===== src/sv/shc_pkg.sv =====
// shared types, constants and the crc-32c byte step for the segment header checker
// no dependencies; used by every module of the block by scoped names
package shc_pkg;

  localparam int unsigned SectionEntries = 6;
  localparam int unsigned HdrBytes       = 64;
  localparam int unsigned DirEntryBytes  = 32;
  localparam int unsigned DirEnd         = HdrBytes + DirEntryBytes * SectionEntries;
  localparam int unsigned AddrW          = $clog2(DirEnd);
  localparam int unsigned DirOffW        = $clog2(DirEntryBytes);
  localparam int unsigned MajorVersion   = 1;
  localparam int unsigned MinorVersion   = 0;

  localparam logic [31:0] CrcPoly = 32'h82f6_3b78;
  localparam logic [31:0] CrcInit = 32'hffff_ffff;

  localparam logic [63:0] MaxBytesReset = 64'hffff_ffff_ffff_ffff;
  localparam logic [63:0] MagicReset    = 64'h3130_4745_5345_5344;

  // configuration register indexes
  localparam logic [1:0] CfgMaxBytes = 2'd0;
  localparam logic [1:0] CfgMagic    = 2'd1;

  // last byte of each header field, and the first reserved byte
  localparam logic [5:0] PosMagic    = 6'd7;
  localparam logic [5:0] PosMajor    = 6'd9;
  localparam logic [5:0] PosMinor    = 6'd11;
  localparam logic [5:0] PosHdrSize  = 6'd15;
  localparam logic [5:0] PosSize     = 6'd23;
  localparam logic [5:0] PosId       = 6'd31;
  localparam logic [5:0] PosCount    = 6'd35;
  localparam logic [5:0] PosFlags    = 6'd39;
  localparam logic [5:0] PosCrc      = 6'd43;
  localparam logic [5:0] PosRsvFirst = 6'd44;

  // last byte of each directory entry field
  localparam logic [DirOffW-1:0] OffType   = DirOffW'(3);
  localparam logic [DirOffW-1:0] OffRsv    = DirOffW'(7);
  localparam logic [DirOffW-1:0] OffOffset = DirOffW'(15);
  localparam logic [DirOffW-1:0] OffLength = DirOffW'(23);

  typedef enum logic [3:0] {
    StOk        = 4'd0,
    StTooLarge  = 4'd1,
    StShort     = 4'd2,
    StMagic     = 4'd3,
    StMajor     = 4'd4,
    StFeatures  = 4'd5,
    StHeader    = 4'd6,
    StReserved  = 4'd7,
    StCrc       = 4'd8,
    StDirectory = 4'd9,
    StTrailing  = 4'd10
  } status_e;

  typedef struct packed {
    logic [7:0] data_byte;
    logic       last_byte;
  } shc_in_t;

  typedef struct packed {
    status_e     status;
    logic [63:0] file_id;
    logic [31:0] body_crc;
  } shc_out_t;

  typedef struct packed {
    logic magic;
    logic major;
    logic feat;
    logic hdr;
    logic rsv;
    logic dir;
  } shc_err_t;

  typedef struct packed {
    logic [63:0] size;
    logic [63:0] id;
    logic [63:0] claimed_size;
    logic [63:0] next_offset;
    logic [31:0] stored_crc;
    shc_err_t    flags;
  } shc_view_t;

  function automatic logic [31:0] crc_byte(input logic [31:0] crc, input logic [7:0] b);
    logic [31:0] c;
    c = crc ^ {24'd0, b};
    for (int k = 0; k < 8; k++) begin
      c = (c >> 1) ^ (c[0] ? CrcPoly : 32'd0);
    end
    return c;
  endfunction

endpackage


===== src/sv/shc_parser.sv =====
// header and directory field parser: byte counter, field shifter and latched error flags
// depends on shc_pkg for layout constants and the view struct
module shc_parser (
  input  logic                clk_i,
  input  logic                rst_ni,
  input  logic                step_i,
  input  logic                clear_i,
  input  logic [7:0]          data_i,
  input  logic [63:0]         magic_i,
  output logic                body_o,
  output shc_pkg::shc_view_t  view_o
);

  logic [63:0]       byte_count_q, byte_count_d;
  logic [63:0]       field_q, field_d;
  logic [63:0]       rec_size_q, rec_size_d;
  logic [63:0]       id_q, id_d;
  logic [31:0]       stored_crc_q, stored_crc_d;
  logic [63:0]       next_off_q, next_off_d;
  shc_pkg::shc_err_t flags_q, flags_d;

  logic                                        in_hdr;
  logic                                        in_dir;
  logic [shc_pkg::AddrW-1:0]                   rel;
  logic [shc_pkg::AddrW-shc_pkg::DirOffW-1:0]  entry;
  logic [shc_pkg::DirOffW-1:0]                 off;
  logic [64:0]                                 span;

  always_comb begin
    in_hdr       = byte_count_q < 64'(shc_pkg::HdrBytes);
    in_dir       = !in_hdr && (byte_count_q < 64'(shc_pkg::DirEnd));
    rel          = byte_count_q[shc_pkg::AddrW-1:0] - shc_pkg::AddrW'(shc_pkg::HdrBytes);
    entry        = rel[shc_pkg::AddrW-1:shc_pkg::DirOffW];
    off          = rel[shc_pkg::DirOffW-1:0];
    byte_count_d = (&byte_count_q) ? byte_count_q : byte_count_q + 64'd1;
    field_d      = {data_i, field_q[63:8]};
    span         = {1'b0, field_d} + {1'b0, next_off_q};
    rec_size_d   = rec_size_q;
    id_d         = id_q;
    stored_crc_d = stored_crc_q;
    next_off_d   = next_off_q;
    flags_d      = flags_q;

    if (in_hdr) begin
      unique case (byte_count_q[5:0])
        shc_pkg::PosMagic: begin
          if (field_d != magic_i) flags_d.magic = 1'b1;
        end
        shc_pkg::PosMajor: begin
          if (field_d[63:48] != 16'(shc_pkg::MajorVersion)) flags_d.major = 1'b1;
        end
        shc_pkg::PosMinor: begin
          if (field_d[63:48] > 16'(shc_pkg::MinorVersion)) flags_d.feat = 1'b1;
        end
        shc_pkg::PosHdrSize: begin
          if (field_d[63:32] != 32'(shc_pkg::HdrBytes)) flags_d.hdr = 1'b1;
        end
        shc_pkg::PosSize: begin
          rec_size_d = field_d;
        end
        shc_pkg::PosId: begin
          id_d = field_d;
          if (field_d == 64'd0) flags_d.hdr = 1'b1;
        end
        shc_pkg::PosCount: begin
          if (field_d[63:32] != 32'(shc_pkg::SectionEntries)) flags_d.hdr = 1'b1;
        end
        shc_pkg::PosFlags: begin
          if (field_d[63:32] != 32'd0) flags_d.feat = 1'b1;
        end
        shc_pkg::PosCrc: begin
          stored_crc_d = field_d[63:32];
        end
        default: begin
          if (byte_count_q[5:0] >= shc_pkg::PosRsvFirst && data_i != 8'd0) begin
            flags_d.rsv = 1'b1;
          end
        end
      endcase
    end else if (in_dir) begin
      unique case (off)
        shc_pkg::OffType: begin
          if (field_d[63:32] != 32'(entry) + 32'd1) flags_d.dir = 1'b1;
        end
        shc_pkg::OffRsv: begin
          if (field_d[63:32] != 32'd0) flags_d.dir = 1'b1;
        end
        shc_pkg::OffOffset: begin
          if (field_d != next_off_q) flags_d.dir = 1'b1;
        end
        shc_pkg::OffLength: begin
          // length must end within the recorded size
          if (span > {1'b0, rec_size_q}) flags_d.dir = 1'b1;
          else next_off_d = span[63:0];
        end
        default: ;
      endcase
    end
  end

  assign body_o = !in_hdr;

  // flags, claimed size and next offset are final before the end of the directory
  assign view_o = '{
    size:          byte_count_d,
    id:            id_d,
    claimed_size:  rec_size_q,
    next_offset:   next_off_q,
    stored_crc:    stored_crc_q,
    flags:         flags_q
  };

  always_ff @(posedge clk_i or negedge rst_ni) begin
    if (!rst_ni) begin
      byte_count_q <= '0;
      field_q      <= '0;
      rec_size_q   <= '0;
      id_q         <= '0;
      stored_crc_q <= '0;
      next_off_q   <= 64'(shc_pkg::DirEnd);
      flags_q      <= '0;
    end else if (step_i) begin
      if (clear_i) begin
        byte_count_q <= '0;
        field_q      <= '0;
        rec_size_q   <= '0;
        id_q         <= '0;
        stored_crc_q <= '0;
        next_off_q   <= 64'(shc_pkg::DirEnd);
        flags_q      <= '0;
      end else begin
        byte_count_q <= byte_count_d;
        field_q      <= field_d;
        rec_size_q   <= rec_size_d;
        id_q         <= id_d;
        stored_crc_q <= stored_crc_d;
        next_off_q   <= next_off_d;
        flags_q      <= flags_d;
      end
    end
  end

endmodule


===== config.mk =====
export PLATFORM = sky130hd
export DESIGN_NAME = shc_parser
export DESIGN_NICKNAME = d
export VERILOG_FILES = /design/src/sv/shc_pkg.sv /design/src/sv/shc_parser.sv
export SDC_FILE = /design/constraint.sdc
export NUM_CORES = 1
export LEC_CHECK = 0
export ABC_AREA = 1
export BUFFER_PORTS_ARGS = -buffer_cell sky130_fd_sc_hd__buf_2
export CAP_MARGIN = 30
export CORE_ASPECT_RATIO = 0.8
export CORE_MARGIN = 3
export CORE_UTILIZATION = 40
export CTS_CLUSTER_DIAMETER = 30
export CTS_CLUSTER_SIZE = 20
export DETAILED_ROUTE_END_ITERATION = 7
export PLACE_DENSITY_LB_ADDON = 0.2
export SLEW_MARGIN = 40
export SYNTH_ARGS = -nofsm -noshare
export SYNTH_HDL_FRONTEND = slang
export SYNTH_SLANG_ARGS = --single-unit

===== constraint.sdc =====
create_clock -name clk_i -period 4.05 [get_ports clk_i]
set_clock_uncertainty 0.2 [all_clocks]
set_input_delay 0.81 -clock clk_i [delete_from_list [all_inputs] [get_ports clk_i]]
set_output_delay 0.81 -clock clk_i [all_outputs]
set_load 0.01 [all_outputs]

==> flow_summary.json <==
{
  "power.density_nw_per_um2": 464.1,
  "synthArstFlopShare_pct": 100.0,
  "ff2ff_path_depth": 29,
  "syn-num-nets": 3623,
  "netlist_area_um2": 24200,
  "max-cap-violations": 0,
  "end_kind": "flip-flop",
  "final.setup.worst_slack_ns": -0.6532,
  "ios": 371,
  "critPathKind": "flip-flop to flip-flop",
  "cts_buffers": 86,
  "gp_congestion": 1.061,
  "post-route-drc-count": 0,
  "worstHoldPathCells": 2,
  "tightest_slew_ns": 0.9009,
  "dp_hpwl_mm": 91.69,
  "status": "complete, but fails checks",
  "hold_class": "flip-flop to flip-flop",
  "max_stage_delay_ns": 0.44,
  "p_int_uw": 10810,
  "grt_pass1_vias": 25850,
  "core_region_area_um2": 59010,
  "cts_tree": "built",
  "p_switching_uw": 5602,
  "synth-edff-count": 0,
  "nFillCells": 5457,
  "die-area_um2": 63510,
  "sw_frac_of_total_pct": 34.14,
  "clock_latency_ns": 0.63,
  "slew_headroom_pct": 39.74,
  "path_depth": 29,
  "cp.required_ns": 4.41,
  "die-width_um": 281.0,
  "final-hold-violation-count": 0,
  "seq_area_um2": 8773,
  "final.setup.tns_ns": -40.67,
  "ant_nets": 0,
  "slew_violations": 0,
  "place_ws_ns": -0.6495,
  "seqPwrFrac_pct": 24.3,
  "worst_ep_arrival_time_ns": 5.07,
  "multi_input_area_um2": 14160,
  "crit_slowest_cell": "dfrtp_2",
  "syn_inst": 3410,
  "synth_area_leaders": "dfrtp_1, nand2_1, inv_1",
  "drt_iter0_markers": 3137,
  "period_share_pct": 116.1,
  "placementRows": 79,
  "avgSynthCellArea_um2": 7.097,
  "total_leakage_power_uw": 0.01865,
  "clk_pin_slew_ns": 0.05,
  "grt_max_degree": 95,
  "synth_flop_cell": "dfrtp_1",
  "grt_pass1_wl_mm": 165.8,
  "violations": "setup timing",
  "crit_fanout": 10,
  "cpLargestDelayFamily": "simple AND/OR/NAND/NOR gates",
  "irDropWorstVdd_v": 0.0006080,
  "clock_power_share_pct": 43.4,
  "ctsLongestPathBuffers": 3,
  "via_per_inst": 5.384,
  "synth.most_common_cell": "nand2_1",
  "firstDrtPassIters": 6,
  "fin_crit_ns": 4.703,
  "start_util_pct": 41.01,
  "cp.buffers_inverters": 4,
  "die_h_um": 226.0,
  "nets": 4555,
  "ys_seq_elements": 350,
  "antenna_found_initial": 8,
  "io_buffers": 370,
  "cp-start-kind": "flip-flop",
  "netlist.area_leader.share_pct": 36.09,
  "finalSetupViolCount": 71,
  "yosysSeqAreaShare_pct": 36.20,
  "yosysWarnings": 0,
  "area_delta_synth_final_pct": 46.08,
  "combinationalPowerShare_pct": 32.3,
  "grtUsageTotal_pct": 35.46,
  "netlist-cell-type-count": 59,
  "cts_sinks": 350,
  "fmax_mhz": 212.6,
  "rsz0062_at_grt": "true",
  "synth_top_cell_by_area": "dfrtp_1",
  "rrSetupSlack_ns": -0.65,
  "routed_wl_mm": 117.1,
  "grt.overflow.total": 0,
  "vias": 27860,
  "root_buffer": "clkbuf_16",
  "htreeDepth": 3,
  "wire_per_inst_um": 22.64,
  "crit_top_cell": "nand2_1",
  "drive_above_1_share_pct": 31.55,
  "synth_common_cells": "nand2_1, inv_1, dfrtp_1"
}
state kept, by name, indices dropped and copies added (netlist names):
name / count
byte_count_q: 64
field_q: 56
id_q: 64
next_off_q: 64
rec_size_q: 64
stored_crc_q: 32
view_o: 6
metrics by stage:
stage                     util [%]  hold slack, ns  std cells  total power, uW  area [um2]
after global placement       51.70          0.2619       4944             8564       30510
after global routing         59.90          0.2846       5172            17010       35350
after CTS                    57.61         0.06240       5106            16100       34000
after floorplan                  -          0.2496       3410             6130       24220
final                        59.91          0.2755       5174            16410       35350
after detailed placement     51.72          0.2653       4944             8567       30520
worst paths after layout:
check,from,end
min reg2reg,id_q[55],id_q[55]
min,id_q[55],id_q[55]
max reg2reg,field_q[35],next_off_q[50]
min in group asynchronous,rst_ni,next_off_q[40]
max,field_q[35],next_off_q[50]
max in group asynchronous,rst_ni,byte_count_q[58]
area by class of cell:
type	count	share of cell area (%)
antenna	2	0.01416
clock buffer	114	6.990
clock inverter	35	1.458
inverter	482	5.146
multi-input combinational	2463	40.05
sequential	350	24.82
tap	769	2.722
timing repair buffer	958	18.79
timing repair inverter	1	0.01770
worst register-to-register path, delay by kind of cell, from the launching register on:
| family | cells | cell delay, ns |
|---|---|---|
| xor gates and xnor gates | 1 | 0.21 |
| adders and majority gates | 2 | 0.59 |
| and+or+nand+nor | 18 | 1.73 |
| DFF | 1 | 0.44 |
| buffers and inverters | 4 | 0.63 |
| AOI/OAI and AO/OA | 4 | 0.83 |
per-layer routing:
layer  GRT usage [%]  vias to the layer above  routed length [um]
met5               0                        -                  75
met4           12.08                       12                3954
met3           12.41                      209               14260
met2           50.02                     1420               47840
met1           50.20                    13240               51000
li1                -                    12980                   -
cells by family (layout without fill, tap and decap cells):
group / after synthesis / count (layout) / synth area share, %
DFF: 350 / 350 / 36.20
AOI/OAI and AO/OA: 544 / 544 / 12.12
and+or+nand+nor: 1614 / 1614 / 28.64
buffers and inverters: 597 / 1590 / 9.792
other: 0 / 2 / 0
xor gates and xnor gates: 168 / 168 / 6.142
adders and majority gates: 137 / 137 / 7.114
power by group through the flow:
| stage | logic [uW] | clock network (uW) | registers (uW) |
|---|---|---|---|
| detailed placement | 4560 | 0 | 4010 |
| floorplan | 2140 | 0 | 3990 |
| global placement | 4550 | 0 | 4010 |
| global route | 5650 | 7370 | 3990 |
| finish | 5300 | 7120 | 3990 |
| CTS | 4950 | 7190 | 3960 |
placed cells by master (no fill, tap or decap), types with 19 or more instances in the layout:
master / instances
o21ai_0: 270
ha_1: 115
nor2_2: 26
xor2_1: 137
a21oi_1: 106
nand3_1: 98
xor2_2: 19
dfrtp_1: 338
a21oi_2: 20
nor4_1: 43
clkbuf_16: 94
buf_2: 364
nand2_1: 902
nor2_1: 240
nor3_1: 51
inv_1: 446
o22ai_1: 21
buf_4: 557
o21ai_1: 50
inv_2: 33
nand4_1: 113
nand2_2: 52
what timing repair did:
item / CTS / global route
hold buffers: 0 / 1
cloned: 1 / 6
hold endpoints to repair: 0 / 33
setup buffers: 12 / 58
gates resized for setup: 111 / 218
endpoints found under the setup margin: 187 / 192
pin swaps: 15 / 60
Power figures use the tool's default switching activity.
